[config.mk]
export PLATFORM = sky130hd
export DESIGN_NAME = sorted_priority_queue_flat
export DESIGN_NICKNAME = d
export VERILOG_FILES = /design/src/hdl/spq_pkg.sv /design/src/hdl/spq_in_if.sv /design/src/hdl/spq_out_if.sv /design/src/hdl/spq_ram.sv /design/src/hdl/sorted_priority_queue.sv /design/src/flat_wrapper.sv
export SDC_FILE = /design/constraint.sdc
export NUM_CORES = 1
export LEC_CHECK = 0
export ABC_AREA = 0
export BUFFER_PORTS_ARGS = -buffer_cell sky130_fd_sc_hd__buf_2
export CAP_MARGIN = 20
export CORE_ASPECT_RATIO = 0.8
export CORE_MARGIN = 2
export CORE_UTILIZATION = 50
export DETAILED_ROUTE_END_ITERATION = 8
export PLACE_DENSITY = 0.66
export SLEW_MARGIN = 20
export SYNTH_ARGS = -nofsm -noshare
export SYNTH_HDL_FRONTEND = slang
export SYNTH_SLANG_ARGS = --single-unit
[constraint.sdc]
create_clock -name clk -period 5.1 [get_ports clk]
set_input_delay 0.51 -clock clk [delete_from_list [all_inputs] [get_ports clk]]
set_output_delay 0.51 -clock clk [all_outputs]
set_load 0.01 [all_outputs]
[src/hdl/spq_pkg.sv]
// shared constants, codes and types of the sorted priority queue
package spq_pkg;

  // queue size and derived widths
  localparam int DEPTH = 16;
  localparam int CNT_W = $clog2(DEPTH + 1);
  localparam int IDX_W = $clog2(DEPTH);

  // field widths of the command and result words
  localparam int KIND_W  = 2;
  localparam int VALUE_W = 32;
  localparam int PRIO_W  = 16;
  localparam int POS_W   = 8;
  localparam int STAT_W  = 2;
  localparam int OCC_W   = 9;

  // command kinds
  localparam logic [KIND_W-1:0] KIND_INSERT = 2'd0;
  localparam logic [KIND_W-1:0] KIND_REMOVE = 2'd1;
  localparam logic [KIND_W-1:0] KIND_DELETE = 2'd2;

  // result status codes
  localparam logic [STAT_W-1:0] ST_DONE  = 2'd0;
  localparam logic [STAT_W-1:0] ST_EMPTY = 2'd1;
  localparam logic [STAT_W-1:0] ST_NOPOS = 2'd2;
  localparam logic [STAT_W-1:0] ST_FULL  = 2'd3;

  // one held entry
  typedef struct packed {
    logic signed [VALUE_W-1:0] value;
    logic signed [PRIO_W-1:0]  prio;
  } entry_t;

endpackage

[src/hdl/spq_in_if.sv]
// command channel of the sorted priority queue
interface spq_in_if import spq_pkg::*; ();
  logic                      valid;
  logic                      ready;
  logic [KIND_W-1:0]         kind;
  logic signed [VALUE_W-1:0] item_value;
  logic signed [PRIO_W-1:0]  item_priority;
  logic [POS_W-1:0]          position;

  modport source (output valid, kind, item_value, item_priority, position, input ready);
  modport sink (input valid, kind, item_value, item_priority, position, output ready);
  modport monitor (input valid, ready, kind, item_value, item_priority, position);
endinterface

[src/hdl/spq_out_if.sv]
// result channel of the sorted priority queue
interface spq_out_if import spq_pkg::*; ();
  logic                      valid;
  logic                      ready;
  logic [STAT_W-1:0]         status;
  logic signed [VALUE_W-1:0] taken_value;
  logic signed [PRIO_W-1:0]  taken_priority;
  logic [OCC_W-1:0]          occupancy;

  modport source (output valid, status, taken_value, taken_priority, occupancy, input ready);
  modport sink (input valid, status, taken_value, taken_priority, occupancy, output ready);
  modport monitor (input valid, ready, status, taken_value, taken_priority, occupancy);
endinterface

[src/hdl/spq_ram.sv]
// single-port-write, single-port-read entry memory with registered read data
module spq_ram #(
  parameter int WIDTH  = 48,
  parameter int DEPTH  = 16,
  parameter int ADDR_W = $clog2(DEPTH)
) (
  input  logic              clk,
  input  logic              we,
  input  logic [ADDR_W-1:0] waddr,
  input  logic [WIDTH-1:0]  wdata,
  input  logic [ADDR_W-1:0] raddr,
  output logic [WIDTH-1:0]  rdata
);

  logic [WIDTH-1:0] mem [DEPTH];

  // write port
  always_ff @(posedge clk) begin
    if (we) begin
      mem[waddr] <= wdata;
    end
  end

  // registered read port
  always_ff @(posedge clk) begin
    rdata <= mem[raddr];
  end

endmodule

[src/hdl/sorted_priority_queue.sv]
// top level of the sorted priority queue
// Holds up to DEPTH (value, priority) entries in ascending priority order in
// one entry memory, with equal priorities kept in arrival order. Each command
// word gives exactly one result word. A small sequencer walks the memory one
// entry at a time through its single write and registered read port. An
// insert moves each entry of higher priority than the new one up one place,
// and a remove or delete moves each entry behind the taken one down one place.
// One command is worked at a time; the next command word is taken once the
// result has been handed to the result register, even while that result
// still waits to be taken.
module sorted_priority_queue import spq_pkg::*; (
  input logic      clk,
  input logic      rst,
  spq_in_if.sink   cmd,
  spq_out_if.source rsp
);

  // sequencer states
  typedef enum logic [8:0] {
    S_IDLE    = 9'b000000001,
    S_INS_RD  = 9'b000000010,
    S_INS_CMP = 9'b000000100,
    S_INS_PUT = 9'b000001000,
    S_DEL_RD  = 9'b000010000,
    S_DEL_CAP = 9'b000100000,
    S_SH_RD   = 9'b001000000,
    S_SH_WR   = 9'b010000000,
    S_OUT     = 9'b100000000
  } state_t;

  state_t             state;
  logic [CNT_W-1:0]   count;
  logic [IDX_W-1:0]   idx;
  entry_t             new_entry;
  entry_t             taken;
  logic [STAT_W-1:0]  result_status;

  logic               ram_we;
  logic [IDX_W-1:0]   ram_waddr;
  entry_t             ram_wdata;
  logic [IDX_W-1:0]   ram_raddr;
  logic [$bits(entry_t)-1:0] ram_rdata;
  entry_t             rd_entry;

  logic               cmd_fire;
  logic               last_shift;
  logic               rsp_free;

  assign rd_entry   = entry_t'(ram_rdata);
  assign cmd.ready  = (state == S_IDLE);
  assign cmd_fire   = cmd.valid && cmd.ready;
  assign last_shift = (CNT_W'(idx) + CNT_W'(1)) >= count;
  assign rsp_free   = !rsp.valid || rsp.ready;

  // entry memory
  spq_ram #(
    .WIDTH ($bits(entry_t)),
    .DEPTH (DEPTH)
  ) u_ram (
    .clk   (clk),
    .we    (ram_we),
    .waddr (ram_waddr),
    .wdata (ram_wdata),
    .raddr (ram_raddr),
    .rdata (ram_rdata)
  );

  // memory access per state
  always_comb begin
    ram_we    = 1'b0;
    ram_waddr = idx;
    ram_wdata = rd_entry;
    ram_raddr = idx;
    case (state)
      S_INS_RD: begin
        ram_raddr = idx - IDX_W'(1);
      end
      S_INS_CMP: begin
        ram_we = (rd_entry.prio > new_entry.prio);
      end
      S_INS_PUT: begin
        ram_we    = 1'b1;
        ram_wdata = new_entry;
      end
      S_SH_RD: begin
        ram_raddr = idx + IDX_W'(1);
      end
      S_SH_WR: begin
        ram_we = 1'b1;
      end
      default: begin
        ram_we = 1'b0;
      end
    endcase
  end

  // sequencer
  always_ff @(posedge clk) begin
    if (rst) begin
      state <= S_IDLE;
      count <= '0;
    end else begin
      case (state)
        S_IDLE: begin
          if (cmd_fire) begin
            new_entry.value <= cmd.item_value;
            new_entry.prio  <= cmd.item_priority;
            taken           <= '0;
            result_status   <= ST_DONE;
            state           <= S_OUT;
            case (cmd.kind)
              KIND_INSERT: begin
                if (count == CNT_W'(DEPTH)) begin
                  result_status <= ST_FULL;
                end else begin
                  idx   <= IDX_W'(count);
                  state <= S_INS_RD;
                end
              end
              KIND_REMOVE: begin
                if (count == '0) begin
                  result_status <= ST_EMPTY;
                end else begin
                  idx   <= '0;
                  state <= S_DEL_RD;
                end
              end
              KIND_DELETE: begin
                if (count == '0) begin
                  result_status <= ST_EMPTY;
                end else if (cmd.position == '0 ||
                             OCC_W'(cmd.position) > OCC_W'(count)) begin
                  result_status <= ST_NOPOS;
                end else begin
                  idx   <= IDX_W'(cmd.position - POS_W'(1));
                  state <= S_DEL_RD;
                end
              end
              default: begin
                result_status <= ST_DONE;
              end
            endcase
          end
        end
        // insert: walk down from the tail, moving higher priorities up
        S_INS_RD: begin
          if (idx == '0) begin
            state <= S_INS_PUT;
          end else begin
            state <= S_INS_CMP;
          end
        end
        S_INS_CMP: begin
          if (rd_entry.prio > new_entry.prio) begin
            idx   <= idx - IDX_W'(1);
            state <= S_INS_RD;
          end else begin
            state <= S_INS_PUT;
          end
        end
        S_INS_PUT: begin
          count <= count + CNT_W'(1);
          state <= S_OUT;
        end
        // remove and delete: read the taken entry, then close the gap
        S_DEL_RD: begin
          state <= S_DEL_CAP;
        end
        S_DEL_CAP: begin
          taken <= rd_entry;
          state <= S_SH_RD;
        end
        S_SH_RD: begin
          if (last_shift) begin
            count <= count - CNT_W'(1);
            state <= S_OUT;
          end else begin
            state <= S_SH_WR;
          end
        end
        S_SH_WR: begin
          idx   <= idx + IDX_W'(1);
          state <= S_SH_RD;
        end
        S_OUT: begin
          if (rsp_free) begin
            state <= S_IDLE;
          end
        end
        default: begin
          state <= S_IDLE;
        end
      endcase
    end
  end

  // result register
  always_ff @(posedge clk) begin
    if (rst) begin
      rsp.valid <= 1'b0;
    end else if (state == S_OUT && rsp_free) begin
      rsp.valid <= 1'b1;
    end else if (rsp.ready) begin
      rsp.valid <= 1'b0;
    end
  end

  // result word
  always_ff @(posedge clk) begin
    if (state == S_OUT && rsp_free) begin
      rsp.status         <= result_status;
      rsp.taken_value    <= taken.value;
      rsp.taken_priority <= taken.prio;
      rsp.occupancy      <= OCC_W'(count);
    end
  end

endmodule

[src/flat_wrapper.sv]
// flat-port wrapper written by rule: the top's interface ports become plain ports
module sorted_priority_queue_flat import spq_pkg::*;
  (clk, rst, cmd_valid, cmd_kind, cmd_item_value, cmd_item_priority, cmd_position, cmd_ready, rsp_valid, rsp_status, rsp_taken_value, rsp_taken_priority, rsp_occupancy, rsp_ready);
  spq_in_if cmd_i ();
  spq_out_if rsp_i ();
  input logic clk;
  input logic rst;
  input wire logic [$bits(cmd_i.valid)-1:0] cmd_valid;
  input wire logic [$bits(cmd_i.kind)-1:0] cmd_kind;
  input wire logic [$bits(cmd_i.item_value)-1:0] cmd_item_value;
  input wire logic [$bits(cmd_i.item_priority)-1:0] cmd_item_priority;
  input wire logic [$bits(cmd_i.position)-1:0] cmd_position;
  output wire logic [$bits(cmd_i.ready)-1:0] cmd_ready;
  output wire logic [$bits(rsp_i.valid)-1:0] rsp_valid;
  output wire logic [$bits(rsp_i.status)-1:0] rsp_status;
  output wire logic [$bits(rsp_i.taken_value)-1:0] rsp_taken_value;
  output wire logic [$bits(rsp_i.taken_priority)-1:0] rsp_taken_priority;
  output wire logic [$bits(rsp_i.occupancy)-1:0] rsp_occupancy;
  input wire logic [$bits(rsp_i.ready)-1:0] rsp_ready;
  assign cmd_i.valid = cmd_valid;
  assign cmd_i.kind = cmd_kind;
  assign cmd_i.item_value = cmd_item_value;
  assign cmd_i.item_priority = cmd_item_priority;
  assign cmd_i.position = cmd_position;
  assign cmd_ready = cmd_i.ready;
  assign rsp_valid = rsp_i.valid;
  assign rsp_status = rsp_i.status;
  assign rsp_taken_value = rsp_i.taken_value;
  assign rsp_taken_priority = rsp_i.taken_priority;
  assign rsp_occupancy = rsp_i.occupancy;
  assign rsp_i.ready = rsp_ready;
  sorted_priority_queue u_core (.clk(clk), .rst(rst), .cmd(cmd_i), .rsp(rsp_i));
endmodule
* Word level (Yosys, flattened, before mapping)
Memory sizes are Yosys's and may differ from the RTL's. A register that Yosys moved wholly into a read port is not among the register bits. Cells that the tools add are included. W data, S select, Z words.
Storage, ports and cells: register bits after elaboration 172, bits in writable memories 768, input port bits 62, output and inout port bits 61, word-level logic and storage cells 100, memories 1
Memory list:
- u_core.u_ram.mem | depth 16, bits a word 48, rd ports 1, clocked after Yosys merged registers in 1, wr ports 1, RTL line spq_ram.sv:15 | logic [WIDTH-1:0] mem [DEPTH];
Cells by class: $add $sub $neg 6, order comparisons 3, eq/ne operators 21, mux-type cells 35, bitwise gates (word level) 1, reductions and logical operators 20
Operators by type and width (number):
- $mux W48 | 2
- $pmux W48 S2 | 1
- $pmux W9 S8 | 1
- $mux W9 | 7
- $mux W4 | 8
- $pmux W9 S3 | 1
- $pmux W4 S3 | 2
- $gt A16 B16 Y1 | 1
- $ne A3 B3 Y1 const B | 4
- $pmux W5 S2 | 1
- $eq A9 B1 Y1 const B | 1
- $eq A9 B2 Y1 const B | 1
- $eq A9 B3 Y1 const B | 1
- $eq A9 B4 Y1 const B | 1
- $eq A9 B5 Y1 const B | 1
- $eq A9 B6 Y1 const B | 1
- $eq A9 B7 Y1 const B | 1
- $eq A9 B8 Y1 const B | 1
- $eq A9 B9 Y1 const B | 1
- $reduce_and A9 Y1 | 1
- $gt A8 B5 Y1 | 1
- $logic_not A8 Y1 | 1
- $pmux W4 S2 | 1
- $sub A4 B1 Y4 const B | 2
- other kinds (28) | 43

* Longest topological paths before layout
depth in word-level cells 7, mapped depth 14

* Cells and area by module
A second synthesis with hierarchy kept.
Unflattened totals: cell total of the unflattened synthesis 1803, area total of the unflattened synthesis 37349.6 µm²
Modules (own cells, without submodules):
- spq_ram | times used 1, cells an instance 1242, area each 29691.0 µm², seq. area each 24023.0 µm²
- sorted_priority_queue | times used 1, cells an instance 561, area each 7658.6 µm², seq. area each 5014.8 µm²

* Worst setup path before layout
OpenSTA, ideal clock, no wires.
path type reg2reg, start reg u_core.state[8], end reg u_core.taken[0] in the netlist's numbering (enable), setup time 470 ps, arrival time 3824 ps, required time 4630 ps, setup slack 806 ps, stages on the path, launching flop included 6, buffers on the path 0, path through dfxtp_1 > nor4_4 > nand2_1 > nor4_4 > nand2_1 > a21oi_1
On the way: cells in the longest elaborated chain, start to end 4
RTL lines:
- start, declared | RTL line sorted_priority_queue.sv:31 | state_t state;
- start signal, assigned | RTL line sorted_priority_queue.sv:100 | state <= S_IDLE;
- start signal, assigned | RTL line sorted_priority_queue.sv:110 | state <= S_OUT;
- start signal, assigned | RTL line sorted_priority_queue.sv:117 | state <= S_INS_RD;
- $eq A9 B1 Y1 (*) | RTL line sorted_priority_queue.sv:50 | assign cmd.ready = (state == S_IDLE);
- named net cmd_ready | RTL line flat_wrapper.sv:13 | output wire logic [$bits(cmd_i.ready)-1:0] cmd_ready;
- $logic_and A1 B1 Y1 | RTL line sorted_priority_queue.sv:51 | assign cmd_fire = cmd.valid && cmd.ready;
- $ne A2 B2 Y1 (no source line)
- $reduce_and A3 Y1 (no source line) (*)
- end signal, assigned | RTL line sorted_priority_queue.sv:170 | taken <= rd_entry;
- end, declared | RTL line sorted_priority_queue.sv:35 | entry_t taken;
The timed path passes the listed nets; every way through them passes the cells marked *. A chain may end at the register's enable or synchronous reset.

* Final worst setup path
start reg u_core.idx[0], end reg u_core.u_ram.rdata[24] (read register of u_core.u_ram.mem)
On the way: cells in the longest elaborated chain, start to end 2
RTL lines:
- start, declared | RTL line sorted_priority_queue.sv:33 | logic [IDX_W-1:0] idx;
- start signal, assigned | RTL line sorted_priority_queue.sv:116 | idx <= IDX_W'(count);
- start signal, assigned | RTL line sorted_priority_queue.sv:135 | idx <= IDX_W'(cmd.position - POS_W'(1));
- start signal, assigned | RTL line sorted_priority_queue.sv:155 | idx <= idx - IDX_W'(1);
- $add A4 B1 Y4 / $sub A4 B1 Y4 (equally long branches) | RTL line sorted_priority_queue.sv:86, sorted_priority_queue.sv:76
- $pmux W4 S2 (*) | RTL line sorted_priority_queue.sv:74 | case (state)
- end, declared | RTL line spq_ram.sv:12 | output logic [WIDTH-1:0] rdata
Every way passes the cells marked *; elsewhere a longest branch is shown, timed or not.

==> flow_summary.json <==
{
  "clk_latency_ns": 0.67,
  "ctsHtreeMaxLevel": 3,
  "globalplace.congestion": 0.797,
  "cts-hold-fix-buffers": 22,
  "tritoncts": "done",
  "io_buffer_count": 118,
  "yosysMostFrequentCell": "edfxtp_1",
  "power_report.internal_total_mw": 13.5,
  "slowest_stage": "edfxtp_1",
  "ys_top_cells_by_area": "edfxtp_1 (71%), nand2_1 (6.8%), dfxtp_1 (3.2%), and2_1 (2.3%), a211oi_1 (1.9%)",
  "yosys_warnings": 0,
  "die-height_um": 254,
  "switching_share_pct": 22.1,
  "cts.repair_timing.setup_buffer_count": 0,
  "synth_edf_count": 925,
  "power.ir.vdd_worst_mv": 0.287,
  "postSynthAreaPerCell_um2": 13.9,
  "worstPathCellList": "inv_1, ha_1, nor3b_1, a31oi_1, o21ai_0, a21oi_4, buf_12, a211oi_1, a31oi_1, a22oi_1, o221ai_1",
  "post-route-cell-area_um2": 44200,
  "wl_per_cell_um": 22.6,
  "first_global_vias": 23200,
  "fillers": 5966,
  "slowest_stage_delay_on_critical_path_ns": 0.65,
  "initialDrtViolationCount": 2538,
  "cts_buffers": 95,
  "cp.required_ns": 5.66,
  "max_freq_mhz": 248,
  "synth.largest_area_cell": "edfxtp_1",
  "cp-end-kind": "register",
  "post_synth_inst_count": 2817,
  "grt-ovfl-total": 0,
  "max-slew-margin-rel_pct": 30.4,
  "firstDrtPassIters": 6,
  "start_util_pct": 50.6,
  "worst_pin_slew_ns": 1.04,
  "clk_pin_slew_ns": 0.06,
  "n_antenna_cell": 0,
  "syn2layout_area_growth_pct": 13.1,
  "number_of_register_bits_inferred_by_synthesis": 988,
  "core_region_area_um2": 77200,
  "first_pass_grt_wire_length_mm": 139,
  "maxCapViolCount": 0,
  "boundaryPins": 123,
  "routed_via_density": 5.79,
  "setup-violations-final": 0,
  "synth.lib_cells_used.distinct": 67,
  "worstHoldPathType": "in -> reg",
  "synth_sequential_area_ratio_pct": 74.4,
  "die_area_um2": 80400,
  "whs_ns": 0.0294,
  "synth_top_cells_by_count": "edfxtp_1 (925), nand2_1 (703), and2_1 (143)",
  "dominantRegCellSynth": "edfxtp_1",
  "rows": 91,
  "rsz0062_at_grt": "false",
  "cts.root.buffer_cell": "clkbuf_16",
  "total_power_mw": 17.3,
  "clock_sinks": 988,
  "route.vias.total": 23400,
  "finalCriticalPeriod_ns": 4.03,
  "final_slew_viol_count": 0,
  "antenna_violating_nets_post_route": 0,
  "remaining_drc_errors": 0,
  "num-nets-final": 3038,
  "dpl-instance-area_um2": 40800,
  "cp-start-kind": "register",
  "postSynth.asyncResetShare_pct": 0,
  "path_class": "reg -> reg",
  "globalRouteTotalUtil_pct": 22.8,
  "crit_top_cell": "a31oi_1",
  "leakage_nw": 15.4,
  "detailed_place_hpwl_mm": 45.8,
  "cp_data_arrival_time_ns": 4.58,
  "final_layout_size_suffix_gt1_share_pct": 12.8,
  "clock_tree.buffer_depth": 3,
  "synth_top_area_share_pct": 71.1,
  "wl_mm": 91.3,
  "power.share.clock_pct": 40.7,
  "period_share_pct": 79.0,
  "reg_power_share_pct": 52.8,
  "power_density_nw_per_um2": 391,
  "finalSetupTns_ns": 0,
  "grt_max_degree": 185,
  "layout.core_utilization_pct": 57.2,
  "report.final.hold_viol_count": 0,
  "area_taken_by_multi_input_logic_gates_um2": 9090,
  "die_width_um": 316,
  "run_status": "completed",
  "synth.cell_area_um2": 39000,
  "finClkSkew_ns": 0.0342,
  "postCtsResizedCells": 0,
  "power_frac_comb_pct": 6.5,
  "antenna_found_initial": 1,
  "netSwitchingPower_mw": 3.82,
  "cp_max_fo": 137,
  "register_area_um2": 29000
}
## area by class of cell
type                            count  share of cell area [%]
Tap cell                         1023                    2.90
Sequential cell                   988                    65.7
Clock buffer                      141                    6.12
Multi-Input combinational cell   1627                    20.6
Clock inverter                     38                   0.966
Timing Repair Buffer              194                    3.45
Inverter                           30                   0.255
## state kept, by name (all words and copies together) (netlist names), 2 cells and up
name and count:
u_core.count 5, u_core.rsp.taken_value 32, u_core.new_entry 48, u_core.u_ram.rdata 48
u_core.result_status 2, u_core.idx 4, u_core.rsp.occupancy 5, u_core.u_ram.mem 768
u_core.taken 48, u_core.rsp.status 2, u_core.state 9, u_core.rsp.taken_priority 16
## layer usage
metal	up-vias	global-route usage, %	wire length, µm
met5	-	0	0
met4	0	6.48	2130
met3	146	3.33	5970
met2	848	36.8	43200
met1	11800	32.5	40000
li1	10700	-	-
## power by group through the flow
stage | combinational (mW) | sequential [mW] | clock [mW]
2_1_floorplan | 0.752 | 9.29 | 0
3_3_place_gp | 1.05 | 9.30 | 0
3_5_place_dp | 1.10 | 9.30 | 0
4_1_cts | 1.12 | 9.13 | 7.14
5_1_grt | 1.24 | 9.14 | 7.44
6_report | 1.12 | 9.13 | 7.04
## critical path: cells and delay by family (launching register included)
family	cells	cell delay (ns)
simple gates	1	0.12
fa+ha+maj	1	0.51
compound gates	7	1.76
flops	1	0.65
buf+inv	2	0.76
## stage by stage
stage	instances	worst slack, ns
after CTS	4041	1.11
final	4041	1.07
after detailed placement	3840	1.10
after global placement	3838	1.25
after global routing	4041	0.864
after floorplan	2820	0.806
## layout by cell type, fill, tap and decap left out, types with 6 or more instances in the layout
cell type	netlist	final
nand4_1	6	6
mux2i_1	8	8
a21oi_1	23	21
nor2b_1	12	11
clkinv_2	0	17
a211oi_1	100	100
clkbuf_8	0	11
buf_12	0	23
nand3_1	102	102
and3_2	0	16
nand2_1	703	702
mux2_2	33	33
and2_1	143	142
dfxtp_1	63	63
a21o_1	10	10
buf_2	92	118
edfxtp_1	925	925
ha_1	39	39
bufinv_16	0	7
xor2_1	7	7
a31oi_1	99	99
nor2_1	29	26
o221ai_1	47	47
inv_1	30	30
nor3_1	6	6
clkbuf_1	48	33
clkbuf_16	0	97
buf_4	21	30
o21ai_0	125	123
dlygate4sd3_1	0	22
a22oi_1	49	49
## cells by family after synthesis
family,count (synthesis),share of synthesized area (%)
DFF,988,74.4
AOI/OAI and AO/OA,482,8.24
xor gates and xnor gates,14,0.410
muxes,41,1.16
adders and majority gates,40,1.30
other,1,0.00960
buffers and inverters,205,2.65
and+or+nand+nor,1046,11.9
## final timing paths
| check | start | slack [ns] | cells after the start | to |
|---|---|---|---|---|
| setup / recovery | u_core.idx[0] | 1.07 | 11 | u_core.u_ram.rdata[24] |
| setup reg to reg | u_core.idx[0] | 1.07 | 11 | u_core.u_ram.rdata[24] |
| hold / removal | cmd_item_value[19] | 0.03 | 1 | u_core.new_entry[35] |
| hold reg to reg | u_core.taken[16] | 0.41 | 0 | u_core.rsp.taken_value[0] |
(Power assumes the default switching activity.)
